$ cat config.mk
export PLATFORM = sky130hd
export DESIGN_NAME = gbr_byte_builder
export DESIGN_NICKNAME = d
export VERILOG_FILES = /design/src/sv/gbr_pkg.sv /design/src/sv/gbr_byte_builder.sv
export SDC_FILE = /design/constraint.sdc
export NUM_CORES = 1
export LEC_CHECK = 0
export BUFFER_PORTS_ARGS = -buffer_cell sky130_fd_sc_hd__buf_2
export CAP_MARGIN = 10
export CORE_MARGIN = 8
export CORE_UTILIZATION = 65
export DETAILED_ROUTE_END_ITERATION = 8
export MAX_ROUTING_LAYER = met4
export PLACE_DENSITY = 0.83
export SYNTH_ARGS = -nofsm -noshare
export SYNTH_HDL_FRONTEND = slang
export SYNTH_SLANG_ARGS = --single-unit
$ cat constraint.sdc
create_clock -name clk -period 16.64 [get_ports clk]
set_input_delay 3.328 -clock clk [delete_from_list [all_inputs] [get_ports clk]]
set_output_delay 3.328 -clock clk [all_outputs]
set_load 0.05 [all_outputs]
$ cat src/sv/gbr_pkg.sv
// Package for the GB18030 four-byte range mapper.
// Holds the table entry type, the byte builder handshake types, the op codes
// and the linearizing function. Depends on nothing.
`default_nettype none

package gbr_pkg;

  localparam int RANGE_DEPTH = 256;
  localparam int IDX_W       = 8;
  localparam int CNT_W       = 9;
  localparam int LIN_W       = 22;

  localparam logic [1:0] OP_LOAD   = 2'd0;
  localparam logic [1:0] OP_DECODE = 2'd1;
  localparam logic [1:0] OP_ENCODE = 2'd2;
  localparam logic [1:0] OP_NONE   = 2'd3;

  // Linear form of the sequence 81 30 81 30.
  localparam logic [31:0] LIN_BASE = 32'd1687218;

  localparam logic [7:0] LEAD_BASE  = 8'h81;
  localparam logic [7:0] DIGIT_BASE = 8'h30;
  localparam logic [7:0] DIV_TEN    = 8'd10;
  localparam logic [7:0] DIV_TRAIL  = 8'd126;

  typedef struct packed {
    logic [31:0]      code_first;
    logic [31:0]      code_last;
    logic [LIN_W-1:0] lin_first;
    logic [LIN_W-1:0] lin_last;
  } entry_t;

  typedef struct packed {
    logic        start;
    logic [31:0] value;
  } bb_req_t;

  typedef struct packed {
    logic        done;
    logic [31:0] bytes;
  } bb_rsp_t;

  // ((b0*10+b1)*126+b2)*10+b3; every byte pattern stays below 2^22.
  function automatic logic [LIN_W-1:0] lin_of(input logic [31:0] w);
    logic [11:0] t1;
    logic [18:0] t2;
    logic [21:0] t3;
    t1 = {4'd0, w[31:24]} * 12'd10 + {4'd0, w[23:16]};
    t2 = {7'd0, t1} * 19'd126 + {11'd0, w[15:8]};
    t3 = {3'd0, t2} * 22'd10 + {14'd0, w[7:0]};
    return t3;
  endfunction

endpackage

`default_nettype wire

$ cat src/sv/gbr_byte_builder.sv
// Rebuilds four GB18030 bytes from a linear offset above 81 30 81 30.
// Three reciprocal multiplications divide by 10, 126 and 10, one per cycle, and
// each remainder is taken in the phase after its quotient. Uses gbr_pkg.
`default_nettype none

module gbr_byte_builder (
  input  wire logic             clk,
  input  wire logic             rst,
  input  wire gbr_pkg::bb_req_t req,
  output gbr_pkg::bb_rsp_t      rsp
);
  import gbr_pkg::*;

  localparam logic [2:0] PH_IDLE  = 3'd0;
  localparam logic [2:0] PH_LOW   = 3'd1;
  localparam logic [2:0] PH_TRAIL = 3'd2;
  localparam logic [2:0] PH_HIGH  = 3'd3;
  localparam logic [2:0] PH_LAST  = 3'd4;
  localparam logic [2:0] PH_DONE  = 3'd5;

  // floor(x / 10) is (x * RECIP_TEN) >> 35 for any 32-bit x, and
  // floor(x / 126) is (x * RECIP_TRAIL) >> 36 for any x below 2^29.
  localparam logic [31:0] RECIP_TEN   = 32'hCCCC_CCCD;
  localparam logic [31:0] RECIP_TRAIL = 32'd545392673;

  logic [2:0]  phase;
  logic [31:0] w;
  logic [31:0] prev;
  logic [3:0]  r3;
  logic [6:0]  r2;
  logic [3:0]  r1;

  logic [31:0] recip;
  logic [63:0] prod;
  logic [31:0] quot;
  logic [31:0] rem_ten;
  logic [31:0] rem_trail;

  always_comb begin
    case (phase)
      PH_TRAIL: recip = RECIP_TRAIL;
      default:  recip = RECIP_TEN;
    endcase
    prod = {32'd0, w} * {32'd0, recip};
    case (phase)
      PH_TRAIL: quot = {4'd0, prod[63:36]};
      default:  quot = {3'd0, prod[63:35]};
    endcase
    // prev holds the dividend whose quotient now sits in w.
    rem_ten   = prev - w * {24'd0, DIV_TEN};
    rem_trail = prev - w * {24'd0, DIV_TRAIL};
  end

  always_ff @(posedge clk) begin
    if (rst) begin
      phase <= PH_IDLE;
    end else if (req.start) begin
      phase <= PH_LOW;
    end else begin
      case (phase)
        PH_LOW:   phase <= PH_TRAIL;
        PH_TRAIL: phase <= PH_HIGH;
        PH_HIGH:  phase <= PH_LAST;
        PH_LAST:  phase <= PH_DONE;
        default:  phase <= phase;
      endcase
    end
  end

  always_ff @(posedge clk) begin
    if (req.start) begin
      w <= req.value;
    end else begin
      case (phase)
        PH_LOW: begin
          prev <= w;
          w    <= quot;
        end
        PH_TRAIL: begin
          r3   <= rem_ten[3:0];
          prev <= w;
          w    <= quot;
        end
        PH_HIGH: begin
          r2   <= rem_trail[6:0];
          prev <= w;
          w    <= quot;
        end
        PH_LAST: begin
          r1 <= rem_ten[3:0];
        end
        default: begin
        end
      endcase
    end
  end

  assign rsp.done  = phase == PH_DONE;
  assign rsp.bytes = {LEAD_BASE + w[7:0],
                      DIGIT_BASE + {4'd0, r1},
                      LEAD_BASE + {1'b0, r2},
                      DIGIT_BASE + {4'd0, r3}};

endmodule

`default_nettype wire

==> key figures <==
Worst setup path
  – Max Fanout on Critical Path: 49
  – Critical Path Start Type: flip-flop
  – Levels on crit path: 24
  – Crit path buffers/inverters: 2
  – CP cell instances: or3b_4, nand2_1, xnor2_1, a21boi_0, ha_1, fa_1, fa_1, fa_1, fa_1, fa_1, fa_1, inv_1, fa_1, inv_1, ha_1, nand4_1, a21oi_1, o211ai_1, a2111oi_2, o211ai_1, nand3_1, a41oi_1, xor2_1, o221ai_1
  – R2R Path End: w[26]
  – Top delay family on crit path: adder cells
  – Crit path kind: reg -> reg
  – Worst setup EP type: flip-flop
  – R2R setup slack: 7.31 ns
  – Critical path required time: 16.68 ns
  – Most used cell, CP: fa_1
  – Crit path arrival time: 9.37 ns
  – Critical R2R Launch: phase[2]
  – Slowest-stage cell, CP: a21boi_0
  – Slowest Stage Delay on Critical Path: 0.77 ns
  – Worst R2R Path Depth: 24

Timing
  – Slew Limit Headroom: 36.6%
  – Slew Limit Fails: 0
  – Final Skew: 0.0100 ns
  – Fin. Hold Viols: 0
  – Setup_tns: 0 ns
  – Final setup fails: 0
  – Final period utilization: 56.1%
  – Worst-Margin Slew: 0.944 ns
  – Setup WS post-layout: 7.31 ns
  – Min Tclk post-route: 9.33 ns
  – RSZ-0062 raised after global routing: false
  – Max Fclk: 0.107 GHz

Outcome
  – Run status: complete, no violations

GRT
  – Gr ovfl total: 0
  – Largest net degree at the start of global routing: 50
  – GRT Util Overall: 35.6%
  – Vias in the first global route: 17800
  – Number of antenna violations at the first check in global routing: 1
  – First-pass GRT wire length: 106000 um

Finish
  – Layout cells sized above 1: 4.46%
  – Layout area overhead: 4.82%
  – Final net count: 3193
  – Filler Cell Count: 2671

Min path
  – HP Start: prev[0]
  – WHS Endpoint: r1[0]
  – Hold Crit Class: reg -> reg
  – Hold path depth: 0

Clock network
  – CTS buffer count: 9
  – Post-CTS sizing: 0
  – CTS Root Cell: clkbuf_16
  – CTS sink cnt: 57
  – CTS tree: done
  – Hold_buf cts: 0
  – H-tree levels: 3
  – Clock Path Buffers: 2
  – Clock Pin Slew Worst Setup and Hold Paths: 0.06 ns
  – Total setup buffers inserted after CTS: 0
  – Clk Latency, worst-skew pair: 0.33 ns

Drt
  – Final WL: 67500 um
  – Pre-antenna DRT Iters: 7
  – Post-route ant nets: 0
  – Via count: 16000
  – Vias/cell: 5.81
  – Initial detailed-routing violation count: 1460
  – DR DRC count: 0
  – Routed length per instance: 24.5 um

Placed design
  – DP Worst Slack: 7.54 ns
  – PortBufs: 59
  – Hpwl dp: 61100 um
  – Gpl congestion: 1.04

Logic synthesis
  – Post-synth EDFFs: 54
  – Synth cell types: 64
  – Flip-flop and latch count after synthesis: 57
  – Syn. warnings: 0
  – Async SR Flop Fraction: 0%
  – Top FF cell, synth: edfxtp_1
  – Post-synthesis sequential area ratio: 7.59%
  – Post-Syn Area per Cell: 9.79 um2
  – Synth Cell Area: 22200 um2
  – Mapped Cells: 2263

Floorplanning
  – Die width: 201 um
  – Initial Util: 66.1%
  – Die height: 201 um
  – Placeable Area: 33500 um2
  – Die area: 40300 um2
  – Row Count: 67
  – Num ports: 68

Run
  – Max-cap violations: 0
[per-layer routing]
metal	share of wire, %	wire length (um)	global-route usage [%]	up-vias
li1	-	-	-	7085
met1	42	28500	49.2	8027
met2	44	29500	52.2	788
met3	11	7260	8.26	137
met4	3.2	2190	10.0	0
met5	0	0	-	-
[state kept, by name, indices dropped and copies added (netlist names)]
name,count
w,32
prev,7
r2,7
r1,4
r3,4
phase,3
[how the worst max path moves through the flow]
| stage | from | endpoint | slack (ns) |
|---|---|---|---|
| after detailed placement | phase[2] | w[27] | 7.54 |
| after floorplan | phase[1] | w[19] | 8.69 |
| after CTS | phase[2] | w[27] | 7.48 |
| after global placement | phase[2] | w[27] | 7.75 |
| after global routing | phase[2] | w[16] | 7.04 |
| final | phase[2] | w[26] | 7.31 |
[through the flow]
step	hold WS, ns	cell area, um2	utilization (%)	std cells
floorplan	0.440	22200	-	2272
CTS	0.475	23200	69.3	2759
finish	0.468	23200	69.3	2760
global route	0.480	23200	69.3	2760
detailed placement	0.471	22900	68.4	2743
global placement	0.471	22900	68.4	2743
[cells in the mapped netlist (all sizes together), types with 11 or more instances]
library cell  instances  share of area, %
nand3                18              0.41
or2                  11              0.31
nand2               123               2.1
a22oi                12              0.41
a31oi                12              0.41
a21oi                68               1.6
a21o                 22              0.78
and2                 18              0.51
nand4                17              0.48
nor3                 13              0.29
inv                 695                12
xor2                 26               1.0
buf                  13              0.37
xnor2                53               2.1
edfxtp               54               7.3
ha                  405                23
clkbuf               30              0.51
nor2                 68               1.2
o21ai                43               1.0
fa                  447                40
o211ai               12              0.45
[final cells by class]
cell class	instances	area [um2]	share of cell area (%)
well taps	448	561	2.41
clock inverters	6	81.3	0.350
diodes	1	2.50	0.0108
multi-input cells	1477	17700	76.3
repair buffers	66	348	1.50
inverters	695	2610	11.2
flip-flops and latches	57	1680	7.24
clock buffers	10	229	0.986
[kinds of logic (layout without fill, tap and decap cells)]
family / count (synthesis) / after routing / synth area share (%)
AO/OA/AOI/OAI: 235 / 235 / 7.16
XOR/XNOR: 79 / 79 / 3.12
adder cells (fa/ha/maj): 852 / 852 / 63.2
buffers and inverters: 738 / 777 / 12.6
flip-flops: 57 / 57 / 7.59
multiplexers: 1 / 1 / 0.0452
other: 2 / 12 / 0.0339
AND/OR/NAND/NOR: 299 / 299 / 6.18
[cells in the final DEF (no fill, tap or decap), drive strengths merged, types with 13 or more instances in the layout]
cell type	synthesis	final
xnor2	53	53
buf	13	66
fa	447	447
xor2	26	26
o21ai	43	43
a21o	22	22
nor3	13	13
nand2	123	123
nor2	68	68
a21oi	68	68
inv	695	696
nand3	18	18
nand4	17	17
ha	405	405
and2	18	18
edfxtp	54	54
Power is left out: the tool's default activity adds up to more than one toggle a clock period on the data nets, which glitch-free logic cannot reach.
